File: src/design/jaee_pkg.sv
`default_nettype none

package jaee_pkg;

  localparam int unsigned IndexBitsDef = 16;
  localparam int unsigned DepthBitsDef = 8;
  localparam int unsigned ByteW        = 8;
  localparam int unsigned CountW       = 16;
  localparam int unsigned TargetW      = 16;
  localparam int unsigned OutDataW     = 32;

  localparam logic [ByteW-1:0] ChLBrack = 8'h5B;  // [
  localparam logic [ByteW-1:0] ChRBrack = 8'h5D;  // ]
  localparam logic [ByteW-1:0] ChLBrace = 8'h7B;  // {
  localparam logic [ByteW-1:0] ChRBrace = 8'h7D;  // }
  localparam logic [ByteW-1:0] ChComma  = 8'h2C;
  localparam logic [ByteW-1:0] ChQuote  = 8'h22;
  localparam logic [ByteW-1:0] ChBslash = 8'h5C;
  localparam logic [ByteW-1:0] ChTab    = 8'h09;
  localparam logic [ByteW-1:0] ChLf     = 8'h0A;
  localparam logic [ByteW-1:0] ChCr     = 8'h0D;
  localparam logic [ByteW-1:0] ChSpace  = 8'h20;

  typedef enum logic [2:0] {
    PH_LEAD,
    PH_BETWEEN,
    PH_STRING,
    PH_BRACKET,
    PH_SCALAR,
    PH_CLOSED,
    PH_NOTARRAY
  } phase_e;

  // One result word, before packing onto the output bus.
  typedef struct packed {
    logic [ByteW-1:0]  out_byte;
    logic              out_valid;
    logic              done_res;
    logic [CountW-1:0] element_count;
    logic              found;
    logic              not_array;
    logic              unterminated;
  } result_t;

  function automatic logic is_ws(input logic [ByteW-1:0] c);
    return (c == ChSpace) || (c == ChTab) || (c == ChLf) || (c == ChCr);
  endfunction

endpackage

`default_nettype wire

File: src/design/jaee_in_stage.sv
`default_nettype none

module jaee_in_stage (
  input  wire logic                        clk_i,
  input  wire logic                        rst_ni,
  input  wire logic                        s_valid_i,
  output logic                             s_ready_o,
  input  wire logic [jaee_pkg::ByteW-1:0]  s_byte_i,
  input  wire logic                        s_last_i,
  input  wire logic                        load_ok_i,
  output logic                             step_o,
  output logic [jaee_pkg::ByteW-1:0]       byte_o,
  output logic                             last_o
);

  logic                       vld_q;
  logic [jaee_pkg::ByteW-1:0] byte_q;
  logic                       last_q;

  assign s_ready_o = !vld_q || load_ok_i;
  assign step_o    = vld_q && load_ok_i;
  assign byte_o    = byte_q;
  assign last_o    = last_q;

  always_ff @(posedge clk_i or negedge rst_ni) begin
    if (!rst_ni) begin
      vld_q <= 1'b0;
    end else if (s_ready_o) begin
      vld_q <= s_valid_i;
    end
  end

  always_ff @(posedge clk_i) begin
    if (s_valid_i && s_ready_o) begin
      byte_q <= s_byte_i;
      last_q <= s_last_i;
    end
  end

endmodule

`default_nettype wire

File: src/design/jaee_core.sv
`default_nettype none

module jaee_core #(
  parameter int unsigned INDEX_BITS = jaee_pkg::IndexBitsDef,
  parameter int unsigned DEPTH_BITS = jaee_pkg::DepthBitsDef
) (
  input  wire logic                          clk_i,
  input  wire logic                          rst_ni,
  input  wire logic                          step_i,
  input  wire logic [jaee_pkg::ByteW-1:0]    byte_i,
  input  wire logic                          last_i,
  input  wire logic [jaee_pkg::TargetW-1:0]  target_i,
  output jaee_pkg::result_t                  res_o
);

  jaee_pkg::phase_e        phase_q, phase_d;
  logic                    kind_q, kind_d;        // 1: array, 0: object
  logic [DEPTH_BITS-1:0]   depth_q, depth_d;
  logic                    inner_q, inner_d;
  logic                    esc_q, esc_d;
  logic [INDEX_BITS-1:0]   seen_q, seen_d;
  logic                    active_q, active_d;
  logic                    sel_seen_q, sel_seen_d;

  logic                    ws, sep, begins, sel, emit;
  logic [jaee_pkg::ByteW-1:0] open_ch, close_ch;
  logic [DEPTH_BITS-1:0]   depth_dec;
  logic [INDEX_BITS-1:0]   tgt;
  logic [jaee_pkg::CountW-1:0] count;

  assign ws      = jaee_pkg::is_ws(byte_i);
  assign sep     = ws || (byte_i == jaee_pkg::ChComma) || (byte_i == jaee_pkg::ChRBrace);
  assign begins  = !sep && (byte_i != jaee_pkg::ChRBrack);
  assign tgt     = INDEX_BITS'(target_i);
  assign sel     = !sel_seen_q && (seen_q == tgt);
  assign open_ch  = kind_q ? jaee_pkg::ChLBrack : jaee_pkg::ChLBrace;
  assign close_ch = kind_q ? jaee_pkg::ChRBrack : jaee_pkg::ChRBrace;
  assign depth_dec = (depth_q != '0) ? depth_q - 1'b1 : depth_q;

  // Next state
  always_comb begin
    phase_d    = phase_q;
    kind_d     = kind_q;
    depth_d    = depth_q;
    inner_d    = inner_q;
    esc_d      = esc_q;
    seen_d     = seen_q;
    active_d   = active_q;
    sel_seen_d = sel_seen_q;
    case (phase_q)
      jaee_pkg::PH_LEAD: begin
        if (!ws) begin
          phase_d = (byte_i == jaee_pkg::ChLBrack) ? jaee_pkg::PH_BETWEEN
                                                  : jaee_pkg::PH_NOTARRAY;
        end
      end
      jaee_pkg::PH_BETWEEN: begin
        if (byte_i == jaee_pkg::ChRBrack && !sep) begin
          phase_d = jaee_pkg::PH_CLOSED;
        end else if (begins) begin
          active_d = sel;
          if (sel) begin
            sel_seen_d = 1'b1;
          end
          if (seen_q != '1) begin
            seen_d = seen_q + 1'b1;
          end
          inner_d = 1'b0;
          esc_d   = 1'b0;
          if (byte_i == jaee_pkg::ChQuote) begin
            phase_d = jaee_pkg::PH_STRING;
          end else if (byte_i == jaee_pkg::ChLBrace || byte_i == jaee_pkg::ChLBrack) begin
            phase_d = jaee_pkg::PH_BRACKET;
            kind_d  = (byte_i == jaee_pkg::ChLBrack);
            depth_d = DEPTH_BITS'(1);
          end else begin
            phase_d = jaee_pkg::PH_SCALAR;
          end
        end
      end
      jaee_pkg::PH_STRING: begin
        if (esc_q) begin
          esc_d = 1'b0;
        end else if (byte_i == jaee_pkg::ChBslash) begin
          esc_d = 1'b1;
        end else if (byte_i == jaee_pkg::ChQuote) begin
          phase_d  = jaee_pkg::PH_BETWEEN;
          active_d = 1'b0;
        end
      end
      jaee_pkg::PH_BRACKET: begin
        if (inner_q) begin
          if (esc_q) begin
            esc_d = 1'b0;
          end else if (byte_i == jaee_pkg::ChBslash) begin
            esc_d = 1'b1;
          end else if (byte_i == jaee_pkg::ChQuote) begin
            inner_d = 1'b0;
          end
        end else if (byte_i == jaee_pkg::ChQuote) begin
          inner_d = 1'b1;
        end else if (byte_i == open_ch) begin
          if (depth_q != '1) begin
            depth_d = depth_q + 1'b1;
          end
        end else if (byte_i == close_ch) begin
          depth_d = depth_dec;
          if (depth_dec == '0) begin
            phase_d  = jaee_pkg::PH_BETWEEN;
            active_d = 1'b0;
          end
        end
      end
      jaee_pkg::PH_SCALAR: begin
        if (sep) begin
          phase_d  = jaee_pkg::PH_BETWEEN;
          active_d = 1'b0;
        end else if (byte_i == jaee_pkg::ChRBrack) begin
          phase_d  = jaee_pkg::PH_CLOSED;
          active_d = 1'b0;
        end
      end
      default: begin
      end
    endcase
  end

  // Pass-out decision
  always_comb begin
    case (phase_q)
      jaee_pkg::PH_BETWEEN: emit = begins && sel && (byte_i != jaee_pkg::ChQuote);
      jaee_pkg::PH_STRING:  emit = active_q && (esc_q || byte_i != jaee_pkg::ChQuote);
      jaee_pkg::PH_BRACKET: emit = active_q;
      jaee_pkg::PH_SCALAR:  emit = active_q && begins;
      default:              emit = 1'b0;
    endcase
  end

  // Count reported clamped to 16 bits
  if (INDEX_BITS > jaee_pkg::CountW) begin : g_clamp
    assign count = (|seen_d[INDEX_BITS-1:jaee_pkg::CountW]) ? '1
                                                            : seen_d[jaee_pkg::CountW-1:0];
  end else begin : g_wide
    assign count = jaee_pkg::CountW'(seen_d);
  end

  always_comb begin
    res_o.out_byte      = emit ? byte_i : '0;
    res_o.out_valid     = emit;
    res_o.done_res      = last_i;
    res_o.element_count = count;
    res_o.found         = sel_seen_d;
    res_o.not_array     = (phase_d == jaee_pkg::PH_NOTARRAY) ||
                          (last_i && phase_d == jaee_pkg::PH_LEAD);
    res_o.unterminated  = last_i && active_d &&
                          (phase_d == jaee_pkg::PH_STRING ||
                           phase_d == jaee_pkg::PH_BRACKET);
  end

  // Last byte returns the stream state to reset
  always_ff @(posedge clk_i or negedge rst_ni) begin
    if (!rst_ni) begin
      phase_q    <= jaee_pkg::PH_LEAD;
      kind_q     <= 1'b0;
      depth_q    <= '0;
      inner_q    <= 1'b0;
      esc_q      <= 1'b0;
      seen_q     <= '0;
      active_q   <= 1'b0;
      sel_seen_q <= 1'b0;
    end else if (step_i) begin
      if (last_i) begin
        phase_q    <= jaee_pkg::PH_LEAD;
        kind_q     <= 1'b0;
        depth_q    <= '0;
        inner_q    <= 1'b0;
        esc_q      <= 1'b0;
        seen_q     <= '0;
        active_q   <= 1'b0;
        sel_seen_q <= 1'b0;
      end else begin
        phase_q    <= phase_d;
        kind_q     <= kind_d;
        depth_q    <= depth_d;
        inner_q    <= inner_d;
        esc_q      <= esc_d;
        seen_q     <= seen_d;
        active_q   <= active_d;
        sel_seen_q <= sel_seen_d;
      end
    end
  end

endmodule

`default_nettype wire

File: src/design/jaee_out_stage.sv
`default_nettype none

module jaee_out_stage (
  input  wire logic                            clk_i,
  input  wire logic                            rst_ni,
  input  wire logic                            step_i,
  input  wire jaee_pkg::result_t               res_i,
  output logic                                 load_ok_o,
  output logic                                 m_valid_o,
  input  wire logic                            m_ready_i,
  output logic [jaee_pkg::OutDataW-1:0]        m_data_o,
  output logic                                 m_user_o,
  output logic                                 m_last_o
);

  logic              vld_q;
  jaee_pkg::result_t res_q;

  assign load_ok_o = !vld_q || m_ready_i;
  assign m_valid_o = vld_q;
  assign m_user_o  = res_q.out_valid;
  assign m_last_o  = res_q.done_res;
  assign m_data_o  = {5'b0, res_q.unterminated, res_q.not_array, res_q.found,
                      res_q.element_count, res_q.out_byte};

  always_ff @(posedge clk_i or negedge rst_ni) begin
    if (!rst_ni) begin
      vld_q <= 1'b0;
    end else begin
      vld_q <= step_i || (vld_q && !m_ready_i);
    end
  end

  always_ff @(posedge clk_i) begin
    if (step_i) begin
      res_q <= res_i;
    end
  end

endmodule

`default_nettype wire

File: src/design/json_array_element_extractor.sv
// Channel  Dir  Ports                                  Payload
// s_axis   in   s_axis_tvalid/tready/tdata/tlast       tdata[7:0] in_byte, tlast in_last
// m_axis   out  m_axis_tvalid/tready/tdata/tuser/tlast tdata: out_byte, element_count,
//                                                      found, not_array, unterminated;
//                                                      tuser out_valid, tlast done_res
// cfg      in   cfg_valid_i/cfg_ready_o/cfg_data_i     target_index, 16 bits
//
// One word in and one word out per byte, one byte per cycle sustained while m_axis is not stalled.
// Each byte passes the input register, then the parser state update and
// the result register in the same cycle.
// The parser state loop (phase, nesting depth, element counter) closes through
// its state registers alone, which sets the rate.
// Reset clears the parser state and the valid flags of both registers; target_index resets to 0.
// A stall on m_axis holds the result word and backs up into s_axis after one
// more word has been taken into the input register.
`default_nettype none

module json_array_element_extractor #(
  parameter int unsigned INDEX_BITS = jaee_pkg::IndexBitsDef,
  parameter int unsigned DEPTH_BITS = jaee_pkg::DepthBitsDef
) (
  input  wire logic                            clk_i,
  input  wire logic                            rst_ni,
  // text bytes
  input  wire logic                            s_axis_tvalid,
  output logic                                 s_axis_tready,
  input  wire logic [jaee_pkg::ByteW-1:0]      s_axis_tdata,   // [7:0] in_byte
  input  wire logic                            s_axis_tlast,   // in_last
  // results
  output logic                                 m_axis_tvalid,
  input  wire logic                            m_axis_tready,
  // [7:0] out_byte, [23:8] element_count, [24] found, [25] not_array,
  // [26] unterminated, [31:27] zero
  output logic [jaee_pkg::OutDataW-1:0]        m_axis_tdata,
  output logic                                 m_axis_tuser,   // out_valid
  output logic                                 m_axis_tlast,   // done_res
  // target index register
  input  wire logic                            cfg_valid_i,
  output logic                                 cfg_ready_o,
  input  wire logic [jaee_pkg::TargetW-1:0]    cfg_data_i
);

  logic [jaee_pkg::TargetW-1:0] target_q;
  logic                         load_ok;
  logic                         step;
  logic [jaee_pkg::ByteW-1:0]   cur_byte;
  logic                         cur_last;
  jaee_pkg::result_t            res;

  // Register is always writable; the user must write it only while idle, the block does not enforce this.
  assign cfg_ready_o = 1'b1;

  always_ff @(posedge clk_i or negedge rst_ni) begin
    if (!rst_ni) begin
      target_q <= '0;
    end else if (cfg_valid_i && cfg_ready_o) begin
      target_q <= cfg_data_i;
    end
  end

  jaee_in_stage u_in (
    .clk_i     (clk_i),
    .rst_ni    (rst_ni),
    .s_valid_i (s_axis_tvalid),
    .s_ready_o (s_axis_tready),
    .s_byte_i  (s_axis_tdata),
    .s_last_i  (s_axis_tlast),
    .load_ok_i (load_ok),
    .step_o    (step),
    .byte_o    (cur_byte),
    .last_o    (cur_last)
  );

  jaee_core #(
    .INDEX_BITS (INDEX_BITS),
    .DEPTH_BITS (DEPTH_BITS)
  ) u_core (
    .clk_i    (clk_i),
    .rst_ni   (rst_ni),
    .step_i   (step),
    .byte_i   (cur_byte),
    .last_i   (cur_last),
    .target_i (target_q),
    .res_o    (res)
  );

  jaee_out_stage u_out (
    .clk_i     (clk_i),
    .rst_ni    (rst_ni),
    .step_i    (step),
    .res_i     (res),
    .load_ok_o (load_ok),
    .m_valid_o (m_axis_tvalid),
    .m_ready_i (m_axis_tready),
    .m_data_o  (m_axis_tdata),
    .m_user_o  (m_axis_tuser),
    .m_last_o  (m_axis_tlast)
  );

endmodule

`default_nettype wire

File: config.mk
export PLATFORM = sky130hd
export DESIGN_NAME = json_array_element_extractor
export DESIGN_NICKNAME = d
export VERILOG_FILES = /design/src/design/jaee_pkg.sv /design/src/design/jaee_in_stage.sv /design/src/design/jaee_core.sv /design/src/design/jaee_out_stage.sv /design/src/design/json_array_element_extractor.sv
export SDC_FILE = /design/constraint.sdc
export NUM_CORES = 1
export LEC_CHECK = 0
export BUFFER_PORTS_ARGS = -buffer_cell sky130_fd_sc_hd__clkbuf_2
export CAP_MARGIN = 20
export CORE_MARGIN = 5
export CORE_UTILIZATION = 44
export DETAILED_ROUTE_END_ITERATION = 6
export GPL_TIMING_DRIVEN = 0
export PLACE_DENSITY_LB_ADDON = 0.1
export SLEW_MARGIN = 30
export SYNTH_ARGS = -nofsm -noshare
export SYNTH_HDL_FRONTEND = slang
export SYNTH_SLANG_ARGS = --single-unit
File: constraint.sdc
create_clock -name clk_i -period 5 [get_ports clk_i]
set_input_delay 1 -clock clk_i [delete_from_list [all_inputs] [get_ports clk_i]]
set_output_delay 1 -clock clk_i [all_outputs]
set_load 0.03 [all_outputs]
# Yosys cells after proc, flatten, opt, wreduce, memory -nomap -nowiden
# Cells that the tools add are included.
dict set report classes {
  add_sub_neg 3
  eq_ne 36
  n_mux 77
  reduce_logical 43
}
# op n
set op_table {}
lappend op_table {{two-way mux 8 bit} 11}
lappend op_table {{two-way mux 16 bit} 5}
lappend op_table {{two-way mux 3 bit} 17}
lappend op_table {{== test 8 x 7 -> 1 bit, second input constant} 5}
lappend op_table {{two-way mux 1 bit} 36}
lappend op_table {{== test 8 x 4 -> 1 bit, second input constant} 3}
lappend op_table {{== test 8 x 6 -> 1 bit, second input constant} 3}
lappend op_table {{adder 16 x 1 -> 16 bit, second input constant} 1}
lappend op_table {{== test 16 bit} 1}
lappend op_table {{== test 8 bit} 2}
lappend op_table {{inequality test 16 bit, second input constant} 1}
lappend op_table {{case mux 8 bit (2 select lines)} 1}
lappend op_table {{case mux 3 bit (5 select lines)} 1}
lappend op_table {{logical AND 1 bit} 13}
lappend op_table {{== test 3 x 2 -> 1 bit, second input constant} 4}
lappend op_table {{logical OR 1 bit} 12}
lappend op_table {{two-way mux 6 bit} 2}
lappend op_table {{inequality test 3 bit, second input constant} 4}
lappend op_table {{AND reduction 10 bit} 1}
lappend op_table {{inequality test 3 x 2 -> 1 bit, second input constant} 3}
lappend op_table {{adder 8 x 1 -> 8 bit, second input constant} 1}
lappend op_table {{zero test 8 bit} 1}
lappend op_table {{inequality test 8 x 6 -> 1 bit, second input constant} 1}
lappend op_table {{inequality test 8 x 7 -> 1 bit, second input constant} 1}
lappend op_table {{other kinds (19)} 29}
dict set report totals {
  register_bits 88
  output_inout_bits 37
  elab_cells 179
}

# Depth between registers and ports, before layout
# Gate-level depths: netlist of run 1.
dict set report depth {
  word_depth 14
  ltp_mapped 10
  mapped_depth_nobuf 9
}

# Cells and area by module
# From an unflattened synthesis of run 1, not the netlist that was laid out.
dict set report hier_totals {
  cells_unflattened 485
  hier_area_um2 5023.6
}
# module instances cells_each area_per_inst_um2 seq_area_each_um2
set modules_own_cells {}
lappend modules_own_cells {jaee_core 1 397 3072.9 800.8}
lappend modules_own_cells {jaee_out_stage 1 38 959.7 895.9}
lappend modules_own_cells {json_array_element_extractor 1 36 660.6 400.4}
lappend modules_own_cells {jaee_in_stage 1 14 330.3 295.3}

# Worst setup path after synthesis of run 1
# Ideal clock, no wire load.
dict set report synth_timing {
  kind {input to register}
  start {in m_axis_tready}
  end {reg u_core.seen_q[11]}
  setup_time_ns 0.118
  arrival_ns 2.723
  required_time_ns 4.882
  setup_slack_ns 2.159
  cell_stages 6
  path_buffers 1
  cell_sequence {nand2b_1 -> nand2_1 -> inv_1 -> clkbuf_1 -> o21ai_0 -> a21o_1}
}
dict set report synth_between {
  elab_chain_len 2
}
# item line
set synth_lines {}
lappend synth_lines {{from (decl)} json_array_element_extractor.sv:31} ;# input wire logic m_axis_tready,
lappend synth_lines {{logical OR 1 bit} jaee_out_stage.sv:19} ;# assign load_ok_o = !vld_q || m_ready_i;
lappend synth_lines {{logical AND 1 bit} jaee_in_stage.sv:21} ;# assign step_o = vld_q && load_ok_i;
lappend synth_lines {{via step} json_array_element_extractor.sv:45} ;# logic step;
lappend synth_lines {{to (signal assigned)} jaee_core.sv:187} ;# seen_q <= seen_d;
lappend synth_lines {{to (decl)} jaee_core.sv:21} ;# logic [INDEX_BITS-1:0] seen_q, seen_d;
# The timed path passes the listed nets, and every way through them passes these cells.
# A chain may end at the register's enable or synchronous reset.

==> impl_metrics.xml, run 1 <==
<?xml version="1.0" encoding="UTF-8"?>
<metrics>
  <group name="drt">
    <metric name="route.detailed.vias_per_inst" unit="">5.63</metric>
    <metric name="drt-wirelength-per-cell" unit="um">16.8</metric>
    <metric name="drt.antenna.violating_nets" unit="">0</metric>
    <metric name="route.vias.total" unit="">3956</metric>
    <metric name="remaining_drc_errors" unit="">0</metric>
    <metric name="drtIter0Drc" unit="">396</metric>
    <metric name="drt-total-wl" unit="um">11800</metric>
    <metric name="drt-pass1-iter-count" unit="">5</metric>
  </group>
  <group name="critical_path">
    <metric name="cp_slowest_cell" unit="">dfrtp_1</metric>
    <metric name="timing.setup.critical_path_class" unit="">reg -&gt; reg</metric>
    <metric name="critical_path.max_fanout" unit="">9</metric>
    <metric name="worst_setup_path_start_kind" unit="">register</metric>
    <metric name="worst_ep_required_time" unit="ns">5.21</metric>
    <metric name="critical_path.endpoint_type" unit="">register</metric>
    <metric name="critical_path_arrival" unit="ns">3.39</metric>
    <metric name="regToRegEndpoint" unit="">u_out.m_data_o[25]</metric>
    <metric name="logic_depth_of_the_worst_register_to_register_path" unit="">9</metric>
    <metric name="setup.reg_to_reg.worst_slack" unit="ns">1.82</metric>
    <metric name="largest_delay_share_family_worst_path" unit="">compound AO/OA/AOI/OAI gates</metric>
    <metric name="ordered_cell_list_for_the_critical_path" unit="">inv_1 -&gt; ha_1 -&gt; or3b_2 -&gt; nor3_1 -&gt; mux2_2 -&gt; a2111o_1 -&gt; a31o_1 -&gt; o21a_1 -&gt; nor3_2</metric>
    <metric name="timing.rr.start" unit="">u_core.depth_q[0]</metric>
    <metric name="critPathMaxStageDelay" unit="ns">0.49</metric>
    <metric name="critPathBufInv" unit="">1</metric>
  </group>
  <group name="synth">
    <metric name="ys_seq_area_frac" unit="">0.488</metric>
    <metric name="ys_ff_latch" unit="">88</metric>
    <metric name="synth_async_sr_flop_share" unit="">0.568</metric>
    <metric name="synth_cells" unit="">483</metric>
    <metric name="synth_cell_types" unit="">76</metric>
    <metric name="yosys_warnings" unit="">0</metric>
    <metric name="synthesis.area" unit="mm^2">0.00490</metric>
    <metric name="number_of_enable_type_register_cells_in_the_synthesized_netlist" unit="">38</metric>
    <metric name="synth_top_flop_cell" unit="">dfrtp_1</metric>
    <metric name="synth_area_per_cell" unit="um^2">10.1</metric>
  </group>
  <group name="final_layout">
    <metric name="register_area" unit="mm^2">0.00239</metric>
    <metric name="multi_input_comb_area" unit="mm^2">0.00229</metric>
    <metric name="fill_cells" unit="">1029</metric>
    <metric name="nNetsFinal" unit="">592</metric>
    <metric name="syn_to_final_growth" unit="%">14.8</metric>
    <metric name="drive_gt1_frac" unit="">0.231</metric>
    <metric name="final_area" unit="mm^2">0.00562</metric>
    <metric name="insertedDiodeCount" unit="">0</metric>
  </group>
  <group name="timing">
    <metric name="drv_slew" unit="">0</metric>
    <metric name="post-route-period-util" unit="">0.636</metric>
    <metric name="report.final.hold_viol_count" unit="">0</metric>
    <metric name="worst_pin_slew" unit="ns">0.732</metric>
    <metric name="worst_slew_margin_rel" unit="">0.512</metric>
    <metric name="maxClockFrequency" unit="MHz">314</metric>
    <metric name="rsz_0062_raised_after_global_routing" unit="">no</metric>
    <metric name="skew" unit="ns">0.0109</metric>
    <metric name="timing.final.setup_violations" unit="">0</metric>
    <metric name="post-route-min-period" unit="ns">3.18</metric>
    <metric name="finalSetupTns" unit="ns">0</metric>
  </group>
  <group name="clock_tree">
    <metric name="postCtsSetupRepairBufs" unit="">0</metric>
    <metric name="cts_hold_buffers" unit="">0</metric>
    <metric name="cts_made_buffers" unit="">9</metric>
    <metric name="cts-htree-levels" unit="">3</metric>
    <metric name="clk_pin_slew_worst_setup_hold_paths" unit="ns">0.09</metric>
    <metric name="cts-resized-gates" unit="">0</metric>
    <metric name="tritoncts_num_sinks" unit="">88</metric>
    <metric name="cts_tree" unit="">done</metric>
    <metric name="clockBufferDepth" unit="">2</metric>
    <metric name="clock_insertion_delay_worst_skew" unit="ns">0.38</metric>
    <metric name="root_buffer" unit="">clkbuf_8</metric>
  </group>
  <group name="min_path">
    <metric name="min_from" unit="">u_in.vld_q</metric>
    <metric name="hold_path_class" unit="">reg -&gt; reg</metric>
    <metric name="timing.hold.worst_path_depth" unit="">1</metric>
    <metric name="hold-path-endpoint" unit="">u_out.m_valid_o</metric>
  </group>
  <group name="power_and_ir_drop">
    <metric name="leakagePower" unit="nW">2.36</metric>
    <metric name="vdd_drop_max" unit="V">0.000209</metric>
    <metric name="power_density" unit="mW/mm^2">305</metric>
  </group>
  <group name="die">
    <metric name="fp.dieArea" unit="mm^2">0.0133</metric>
    <metric name="fp.coreArea" unit="mm^2">0.0109</metric>
    <metric name="io-pin-count" unit="">67</metric>
    <metric name="die_width" unit="um">116</metric>
    <metric name="start_util" unit="">0.450</metric>
    <metric name="num_rows" unit="">38</metric>
    <metric name="die_y" unit="um">116</metric>
  </group>
  <group name="flow_run">
    <metric name="max_cap_violations" unit="">0</metric>
  </group>
  <group name="placed_design">
    <metric name="dpl_cell_area" unit="mm^2">0.00542</metric>
    <metric name="placement.io_buffers" unit="">59</metric>
    <metric name="placer_s_final_routability_congestion_estimate" unit="">0.883</metric>
    <metric name="dp_hpwl" unit="um">8520</metric>
  </group>
  <group name="grt">
    <metric name="grt_max_degree" unit="">51</metric>
    <metric name="vias_in_the_first_global_route" unit="">3782</metric>
    <metric name="groute.usage.overall" unit="">0.189</metric>
    <metric name="grt.overflow.total" unit="">0</metric>
    <metric name="antenna_violations_before_repair" unit="">0</metric>
    <metric name="grt_first_pass_wirelength" unit="um">19700</metric>
  </group>
  <group name="status">
    <metric name="outcome" unit="">finished, final reports clean</metric>
  </group>
</metrics>
-- cell type report --
cell class	instances	share of cell area
buffer	37	0.0369
clock buffer	13	0.0283
clock inverter	3	0.00757
inverter	9	0.00601
multi-input combinational	353	0.407
sequential	88	0.426
tap	140	0.0312
timing repair buffer	60	0.0579
-- report_power, final --
group | switching (W) | internal (W) | leakage, nW
sequential | 0.0000427 | 0.000808 | 1.02
clock | 0.000258 | 0.000258 | 0.0996
combinational | 0.000210 | 0.000138 | 1.23
total | 0.000511 | 0.00120 | 2.36
-- through the flow --
stage | power, W | instances | setup WS (ns) | hold slack, ns | util
finish | 0.00171 | 703 | 1.82 | 0.519 | 0.516
global route | 0.00180 | 703 | 1.68 | 0.547 | 0.516
CTS | 0.00173 | 703 | 1.84 | 0.524 | 0.516
detailed placement | 0.00121 | 687 | 1.87 | 0.505 | 0.497
global placement | 0.00120 | 686 | 1.30 | 0.470 | 0.494
floorplan | 0.00111 | 487 | 2.16 | 0.457 | -
-- how the worst max path moves through the flow --
stage,to,slack (ns),startpoint,cells past startpoint
global route,u_out.m_data_o[6],1.68,u_in.byte_o[0],7
finish,u_out.m_data_o[25],1.82,u_core.depth_q[0],9
CTS,u_out.m_data_o[25],1.84,u_core.depth_q[0],9
detailed placement,u_out.m_data_o[25],1.87,u_core.depth_q[0],9
global placement,u_core.seen_q[11],1.30,m_axis_tready,7
floorplan,u_core.seen_q[11],2.16,m_axis_tready,6
-- sequential cells by signal, indices dropped and copies added, names as in the netlist --
name               flops
u_core.kind_q          1
u_out.m_valid_o        1
u_out.m_last_o         1
u_core.inner_q         1
u_core.active_q        1
u_core.esc_q           1
u_out.m_data_o        27
u_core.seen_q         16
u_core.sel_seen_q      1
u_in.byte_o            8
target_q              16
u_core.depth_q         8
u_in.vld_q             1
u_out.m_user_o         1
u_core.phase_q         3
u_in.last_o            1
-- routing by layer --
metal | wire length (um) | vias to the layer above | share of wire | global-route usage
li1 | - | 1910 | - | -
met1 | 5920 | 1897 | 0.50 | 0.283
met2 | 4990 | 133 | 0.42 | 0.272
met3 | 689 | 16 | 0.058 | 0.0313
met5 | 0 | - | 0 | 0
met4 | 234 | 0 | 0.020 | 0.0767
-- kinds of logic after synthesis --
logic type / share of synthesized area
AO/OA/AOI/OAI: 0.140
XOR/XNOR: 0.0536
adder cells (fa/ha/maj): 0.0102
buffers and inverters: 0.0490
flip-flops: 0.488
multiplexers: 0.0503
other: 0.00153
AND/OR/NAND/NOR: 0.207
-- cells in the final DEF, fill, tap and decap left out, types with 4 or more instances in the layout --
master     n
clkbuf_2  60
conb_1     6
nand2b_1   6
nor4_1     6
nor3b_1    4
a21oi_1   15
edfxtp_1  38
nor2_1    27
o21ai_0   35
clkbuf_1  21
xor2_1    21
nand2_1   39
ha_1       4
a31oi_1    8
and3_1     5
buf_2      4
nand4_1   11
mux2_2    21
inv_1      8
clkbuf_8  13
dfrtp_1   50
and2_1     4
buf_4      7
xnor2_1    9
o31ai_1    7
nor3_1    18
nor2b_1   12
nand3_1   22
nor3_2     4
-- synthesized netlist by cell type, drive strengths merged (3+ instances only) --
cell type	number	share of area
a21o	4	0.0064
a21oi	15	0.015
a22o	3	0.0054
a22oi	4	0.0072
a31oi	8	0.010
and2	4	0.0051
and3	7	0.0094
buf	14	0.020
clkbuf	23	0.022
dfrtp	50	0.26
edfxtp	38	0.23
ha	4	0.010
inv	8	0.0061
mux2	21	0.048
nand2	39	0.030
nand2b	6	0.0077
nand3	22	0.022
nand4	11	0.014
nor2	28	0.022
nor2b	12	0.015
nor3	22	0.026
nor3b	4	0.0061
nor4	7	0.010
o21ai	38	0.039
o22ai	3	0.0038
o31ai	7	0.011
or2	4	0.0051
or3	3	0.0038
or4	3	0.0049
xnor2	9	0.016
xor2	21	0.038
No activity file was read; power rests on OpenSTA's default activity.
==> run 2, diff against run 1 <==
==> constraint.sdc (replaced) <==
create_clock -name clk_i -period 3.25 [get_ports clk_i]
set_input_delay 0.65 -clock clk_i [delete_from_list [all_inputs] [get_ports clk_i]]
set_output_delay 0.65 -clock clk_i [all_outputs]
set_load 0.03 [all_outputs]
==> impl_metrics.xml, run 2 (synthesis results as in run 1) <==
<?xml version="1.0" encoding="UTF-8"?>
<metrics>
  <group name="die">
    <metric name="num_rows" unit="">38</metric>
    <metric name="io-pin-count" unit="">67</metric>
    <metric name="fp.coreArea" unit="mm^2">0.0109</metric>
    <metric name="fp.dieArea" unit="mm^2">0.0133</metric>
    <metric name="start_util" unit="">0.450</metric>
    <metric name="die_y" unit="um">116</metric>
    <metric name="die_width" unit="um">116</metric>
  </group>
  <group name="timing">
    <metric name="maxClockFrequency" unit="MHz">319</metric>
    <metric name="drv_slew" unit="">0</metric>
    <metric name="skew" unit="ns">0.0122</metric>
    <metric name="holdWs" unit="ns">0.339</metric>
    <metric name="report.final.hold_viol_count" unit="">0</metric>
    <metric name="rsz_0062_raised_after_global_routing" unit="">no</metric>
    <metric name="worst_slew_margin_rel" unit="">0.513</metric>
    <metric name="worst_pin_slew" unit="ns">0.730</metric>
    <metric name="timing.final.setup_violations" unit="">0</metric>
    <metric name="post-route-min-period" unit="ns">3.14</metric>
    <metric name="post-route-period-util" unit="">0.965</metric>
  </group>
  <group name="drt">
    <metric name="drt-total-wl" unit="um">11800</metric>
    <metric name="route.vias.total" unit="">3966</metric>
    <metric name="drt.antenna.violating_nets" unit="">0</metric>
    <metric name="drtIter0Drc" unit="">351</metric>
    <metric name="route.detailed.vias_per_inst" unit="">5.64</metric>
    <metric name="drt-wirelength-per-cell" unit="um">16.8</metric>
    <metric name="drt-pass1-iter-count" unit="">5</metric>
    <metric name="remaining_drc_errors" unit="">0</metric>
  </group>
  <group name="placed_design">
    <metric name="placer_s_final_routability_congestion_estimate" unit="">0.883</metric>
    <metric name="placement.io_buffers" unit="">59</metric>
    <metric name="dpl_cell_area" unit="mm^2">0.00542</metric>
    <metric name="dp_hpwl" unit="um">8520</metric>
  </group>
  <group name="critical_path">
    <metric name="logic_depth_of_the_worst_register_to_register_path" unit="">9</metric>
    <metric name="setup.reg_to_reg.worst_slack" unit="ns">0.11</metric>
    <metric name="timing.setup.critical_path_class" unit="">reg -&gt; reg</metric>
    <metric name="critical_path.max_fanout" unit="">9</metric>
    <metric name="critical_path.endpoint_type" unit="">register</metric>
    <metric name="critical_path_arrival" unit="ns">3.34</metric>
    <metric name="worst_setup_path_start_kind" unit="">register</metric>
    <metric name="worst_ep_required_time" unit="ns">3.45</metric>
    <metric name="regToRegEndpoint" unit="">u_out.m_data_o[25]</metric>
    <metric name="timing.rr.start" unit="">u_core.depth_q[0]</metric>
  </group>
  <group name="min_path">
    <metric name="hold_path_class" unit="">in -&gt; async</metric>
  </group>
  <group name="final_layout">
    <metric name="most-common-layout-cells" unit="">clkbuf_2, dfrtp_1, nand2_1</metric>
    <metric name="syn_to_final_growth" unit="%">14.9</metric>
    <metric name="fill_cells" unit="">1029</metric>
    <metric name="final_area" unit="mm^2">0.00563</metric>
    <metric name="mostFrequentLayoutCell" unit="">clkbuf_2</metric>
    <metric name="nNetsFinal" unit="">592</metric>
    <metric name="drive_gt1_frac" unit="">0.234</metric>
    <metric name="largest_reg_flops" unit="">27</metric>
    <metric name="insertedDiodeCount" unit="">0</metric>
  </group>
  <group name="clock_tree">
    <metric name="root_buffer" unit="">clkbuf_8</metric>
    <metric name="cts-htree-levels" unit="">3</metric>
    <metric name="tritoncts_num_sinks" unit="">88</metric>
    <metric name="clockBufferDepth" unit="">2</metric>
    <metric name="cts_made_buffers" unit="">9</metric>
    <metric name="cts_tree" unit="">done</metric>
    <metric name="postCtsSetupRepairBufs" unit="">0</metric>
    <metric name="clock_insertion_delay_worst_skew" unit="ns">0.38</metric>
    <metric name="clk_pin_slew_worst_setup_hold_paths" unit="ns">0.09</metric>
  </group>
  <group name="grt">
    <metric name="groute.usage.overall" unit="">0.189</metric>
    <metric name="grt_first_pass_wirelength" unit="um">19700</metric>
    <metric name="grt.overflow.total" unit="">0</metric>
    <metric name="antenna_violations_before_repair" unit="">0</metric>
    <metric name="grt_max_degree" unit="">51</metric>
    <metric name="vias_in_the_first_global_route" unit="">3782</metric>
  </group>
  <group name="power_and_ir_drop">
    <metric name="power_density" unit="mW/mm^2">469</metric>
    <metric name="leakagePower" unit="nW">2.36</metric>
    <metric name="vdd_drop_max" unit="V">0.000318</metric>
  </group>
  <group name="status">
    <metric name="outcome" unit="">finished, final reports clean</metric>
  </group>
  <group name="flow_run">
    <metric name="max_cap_violations" unit="">0</metric>
  </group>
</metrics>
run 2: metrics by stage:
step	setup TNS [ns]	util	std cells	setup slack, ns	total power (W)
global route	0	0.517	703	0.0462	0.00277
detailed placement	0	0.497	687	0.119	0.00187
global placement	-0.327	0.494	686	-0.0988	0.00185
finish	0	0.517	703	0.115	0.00264
floorplan	0	-	487	0.531	0.00170
CTS	0	0.516	703	0.0926	0.00266
run 2: power by group:
group          internal [W]  total, W  switching (W)
clock              0.000397  0.000794       0.000397
sequential          0.00124   0.00131      0.0000668
combinational      0.000212  0.000537       0.000324
run 2: worst max path at each step:
stage / start / to / slack [ns] / depth (start not counted)
5_1_grt: u_core.depth_q[0] / u_out.m_data_o[25] / 0.05 / 9
4_1_cts: u_core.depth_q[0] / u_out.m_data_o[25] / 0.09 / 9
2_1_floorplan: u_core.depth_q[0] / u_out.m_data_o[25] / 0.53 / 9
3_3_place_gp: m_axis_tready / u_core.seen_q[11] / -0.1 / 7
6_report: u_core.depth_q[0] / u_out.m_data_o[25] / 0.11 / 9
3_5_place_dp: u_core.depth_q[0] / u_out.m_data_o[25] / 0.12 / 9
run 2: per-layer routing:
metal | wire length, um | GRT usage | up-vias
met2 | 5020 | 0.272 | 138
met4 | 228 | 0.0767 | 0
met5 | 0 | 0 | -
li1 | - | - | 1909
met1 | 5900 | 0.283 | 1903
met3 | 681 | 0.0313 | 16
run 2: critical path: stages (launching register included):
cell and delay [ns]:
dfrtp_2 0.48, inv_1 0.15, ha_1 0.25, or3b_2 0.48, nor3_1 0.16, mux2_2 0.38, a2111o_1 0.36, a31o_1 0.30
o21a_1 0.19, nor3_2 0.21
run 2: area by class of cell:
class	instances	area, um^2	share of cell area
multi-input combinational	353	2290	0.407
tap	140	175	0.0311
timing repair buffer	60	325	0.0578
buffer	37	208	0.0369
sequential	88	2390	0.425
clock inverter	3	42.5	0.00756
inverter	9	33.8	0.00600
clock buffer	13	159	0.0282
run 2: timing repair:
item / 4_1_cts / 5_1_grt
gates resized for setup: 0 / 2
endpoints found under the setup margin: 0 / 10
hold buffers: 0 / 0
==> run 3, diff against run 2 <==
--- a/config.mk
+++ b/config.mk
@@ -7,11 +7,14 @@
 export LEC_CHECK = 0
 export BUFFER_PORTS_ARGS = -buffer_cell sky130_fd_sc_hd__clkbuf_2
 export CAP_MARGIN = 20
+export CELL_PAD_IN_SITES_DETAIL_PLACEMENT = 1
+export CELL_PAD_IN_SITES_GLOBAL_PLACEMENT = 1
 export CORE_MARGIN = 5
 export CORE_UTILIZATION = 44
 export DETAILED_ROUTE_END_ITERATION = 6
 export GPL_TIMING_DRIVEN = 0
 export PLACE_DENSITY_LB_ADDON = 0.1
+export SKIP_CTS_REPAIR_TIMING = 1
 export SLEW_MARGIN = 30
 export SYNTH_ARGS = -nofsm -noshare
 export SYNTH_HDL_FRONTEND = slang
==> constraint.sdc (replaced) <==
create_clock -name clk_i -period 3.25 [get_ports clk_i]
set_input_delay 0.325 -clock clk_i [delete_from_list [all_inputs] [get_ports clk_i]]
set_output_delay 0.325 -clock clk_i [all_outputs]
set_load 0.03 [all_outputs]
==> impl_metrics.xml, run 3 (synthesis results as in run 1) <==
<?xml version="1.0" encoding="UTF-8"?>
<metrics>
  <group name="status">
    <metric name="outcome" unit="">finished, final reports clean</metric>
  </group>
  <group name="final_layout">
    <metric name="largest_reg_flops" unit="">27</metric>
    <metric name="most-common-layout-cells" unit="">clkbuf_2, dfrtp_1, nand2_1</metric>
    <metric name="mostFrequentLayoutCell" unit="">clkbuf_2</metric>
    <metric name="nNetsFinal" unit="">592</metric>
    <metric name="insertedDiodeCount" unit="">0</metric>
    <metric name="drive_gt1_frac" unit="">0.237</metric>
    <metric name="post_layout_nonfiller_instances" unit="">702</metric>
    <metric name="syn_to_final_growth" unit="%">14.4</metric>
  </group>
  <group name="drt">
    <metric name="drtIter0Drc" unit="">184</metric>
    <metric name="remaining_drc_errors" unit="">0</metric>
    <metric name="route.vias.total" unit="">4029</metric>
    <metric name="drt-pass1-iter-count" unit="">4</metric>
    <metric name="route.detailed.vias_per_inst" unit="">5.74</metric>
    <metric name="drt-wirelength-per-cell" unit="um">18.9</metric>
    <metric name="drt.antenna.violating_nets" unit="">0</metric>
    <metric name="drt-total-wl" unit="um">13200</metric>
  </group>
  <group name="critical_path">
    <metric name="critical_path_arrival" unit="ns">3.29</metric>
    <metric name="timing.setup.critical_path_class" unit="">reg -&gt; reg</metric>
    <metric name="critical_path.endpoint_type" unit="">register</metric>
    <metric name="worst_ep_required_time" unit="ns">3.47</metric>
    <metric name="critical_path.max_fanout" unit="">7</metric>
    <metric name="worst_setup_path_start_kind" unit="">register</metric>
  </group>
  <group name="grt">
    <metric name="grt_max_degree" unit="">51</metric>
    <metric name="grt.overflow.total" unit="">0</metric>
    <metric name="grt_first_pass_wirelength" unit="um">22200</metric>
    <metric name="antenna_violations_before_repair" unit="">0</metric>
    <metric name="vias_in_the_first_global_route" unit="">4446</metric>
    <metric name="groute.usage.overall" unit="">0.212</metric>
  </group>
  <group name="timing">
    <metric name="timing.final.setup_violations" unit="">0</metric>
    <metric name="post-route-period-util" unit="">0.943</metric>
    <metric name="post-route-min-period" unit="ns">3.07</metric>
    <metric name="maxClockFrequency" unit="MHz">326</metric>
    <metric name="worst_pin_slew" unit="ns">0.749</metric>
    <metric name="finalSetupTns" unit="ns">0</metric>
    <metric name="drv_slew" unit="">0</metric>
    <metric name="rsz_0062_raised_after_global_routing" unit="">no</metric>
    <metric name="skew" unit="ns">0.0163</metric>
    <metric name="worst_slew_margin_rel" unit="">0.501</metric>
    <metric name="report.final.hold_viol_count" unit="">0</metric>
  </group>
  <group name="power_and_ir_drop">
    <metric name="vdd_drop_max" unit="V">0.000347</metric>
    <metric name="leakagePower" unit="nW">2.35</metric>
    <metric name="power_density" unit="mW/mm^2">459</metric>
  </group>
  <group name="clock_tree">
    <metric name="cts_made_buffers" unit="">9</metric>
    <metric name="tritoncts_num_sinks" unit="">88</metric>
    <metric name="clockBufferDepth" unit="">2</metric>
    <metric name="root_buffer" unit="">clkbuf_8</metric>
    <metric name="cts_tree" unit="">done</metric>
    <metric name="clk_pin_slew_worst_setup_hold_paths" unit="ns">0.10</metric>
    <metric name="clock_insertion_delay_worst_skew" unit="ns">0.38</metric>
    <metric name="cts-htree-levels" unit="">3</metric>
  </group>
  <group name="die">
    <metric name="die_width" unit="um">116</metric>
    <metric name="io-pin-count" unit="">67</metric>
    <metric name="die_y" unit="um">116</metric>
    <metric name="num_rows" unit="">38</metric>
    <metric name="fp.dieArea" unit="mm^2">0.0133</metric>
    <metric name="start_util" unit="">0.450</metric>
    <metric name="fp.coreArea" unit="mm^2">0.0109</metric>
  </group>
  <group name="flow_run">
    <metric name="max_cap_violations" unit="">0</metric>
  </group>
  <group name="placed_design">
    <metric name="dp_hpwl" unit="um">9660</metric>
    <metric name="placement.io_buffers" unit="">59</metric>
    <metric name="place.detailed.instances" unit="">687</metric>
    <metric name="placer_s_final_routability_congestion_estimate" unit="">0.881</metric>
  </group>
  <group name="min_path">
    <metric name="hold_path_class" unit="">in -&gt; async</metric>
  </group>
</metrics>
==> run 3: changes by cell type in the layout (fill, tap and decap cells not counted) <==
cell / previous run / this run
bufinv_16: 1 / 0
clkbuf_1: 21 / 19
clkinv_2: 1 / 0
clkinv_4: 0 / 2
inv_6: 0 / 1
inv_4: 0 / 1
clkbuf_8: 13 / 12
==> run 3: cell type report <==
cell class,instances,area [um^2]
clock buffer,10,138
clock inverter,5,40.0
multi-input combinational,353,2290
fill,1266,5280
buffer,37,208
timing repair buffer,60,325
inverter,9,33.8
sequential,88,2390
tap,140,175
==> run 3: final timing paths <==
| check | end | slack [ns] | startpoint | cells after the start |
|---|---|---|---|---|
| hold reg to reg | u_out.m_valid_o | 0.50 | u_in.vld_q | 1 |
| setup / recovery | u_out.m_data_o[25] | 0.18 | u_core.depth_q[1] | 9 |
| hold / removal | u_in.vld_q | 0.03 | rst_ni | 1 |
| setup reg to reg | u_out.m_data_o[25] | 0.18 | u_core.depth_q[1] | 9 |
| min in group clk_i | u_in.byte_o[6] | 0.13 | s_axis_tdata[6] | 1 |
| max in group asynchronous | u_core.depth_q[0] | 2.70 | rst_ni | 1 |
==> run 3: worst max-delay path, cell delays in order, from the launching register on <==
cell	delay, ns
dfrtp_1	0.47
inv_1	0.16
ha_1	0.27
or3b_2	0.48
nor3_1	0.17
mux2_2	0.38
a2111o_1	0.34
a31o_1	0.30
o21a_1	0.19
nor3_2	0.15
==> run 3: stage by stage <==
step / power [W] / setup WS [ns] / cell area (um^2) / hold WS, ns / util
2_1_floorplan: 0.00170 / 0.531 / 4910 / 0.0294 / -
3_3_place_gp: 0.00185 / 0.173 / 5380 / 0.466 / 0.494
3_5_place_dp: 0.00188 / 0.182 / 5420 / 0.461 / 0.497
4_1_cts: 0.00260 / 0.139 / 5590 / 0.0429 / 0.514
5_1_grt: 0.00271 / 0.0427 / 5610 / 0.0793 / 0.515
6_report: 0.00257 / 0.184 / 5610 / 0.0304 / 0.515
==> run 3: layer usage <==
| layer | global-route usage | share of wire |
|---|---|---|
| met4 | 0.0728 | 0.020 |
| met2 | 0.382 | 0.52 |
| met5 | 0 | 0 |
| met3 | 0.0512 | 0.043 |
| met1 | 0.247 | 0.42 |
==> run 3: power breakdown <==
group          leakage, nW  internal [W]  switching, W
sequential            1.02       0.00124     0.0000628
combinational         1.23      0.000213      0.000332
clock               0.0893      0.000300      0.000423
total                 2.35       0.00176      0.000817
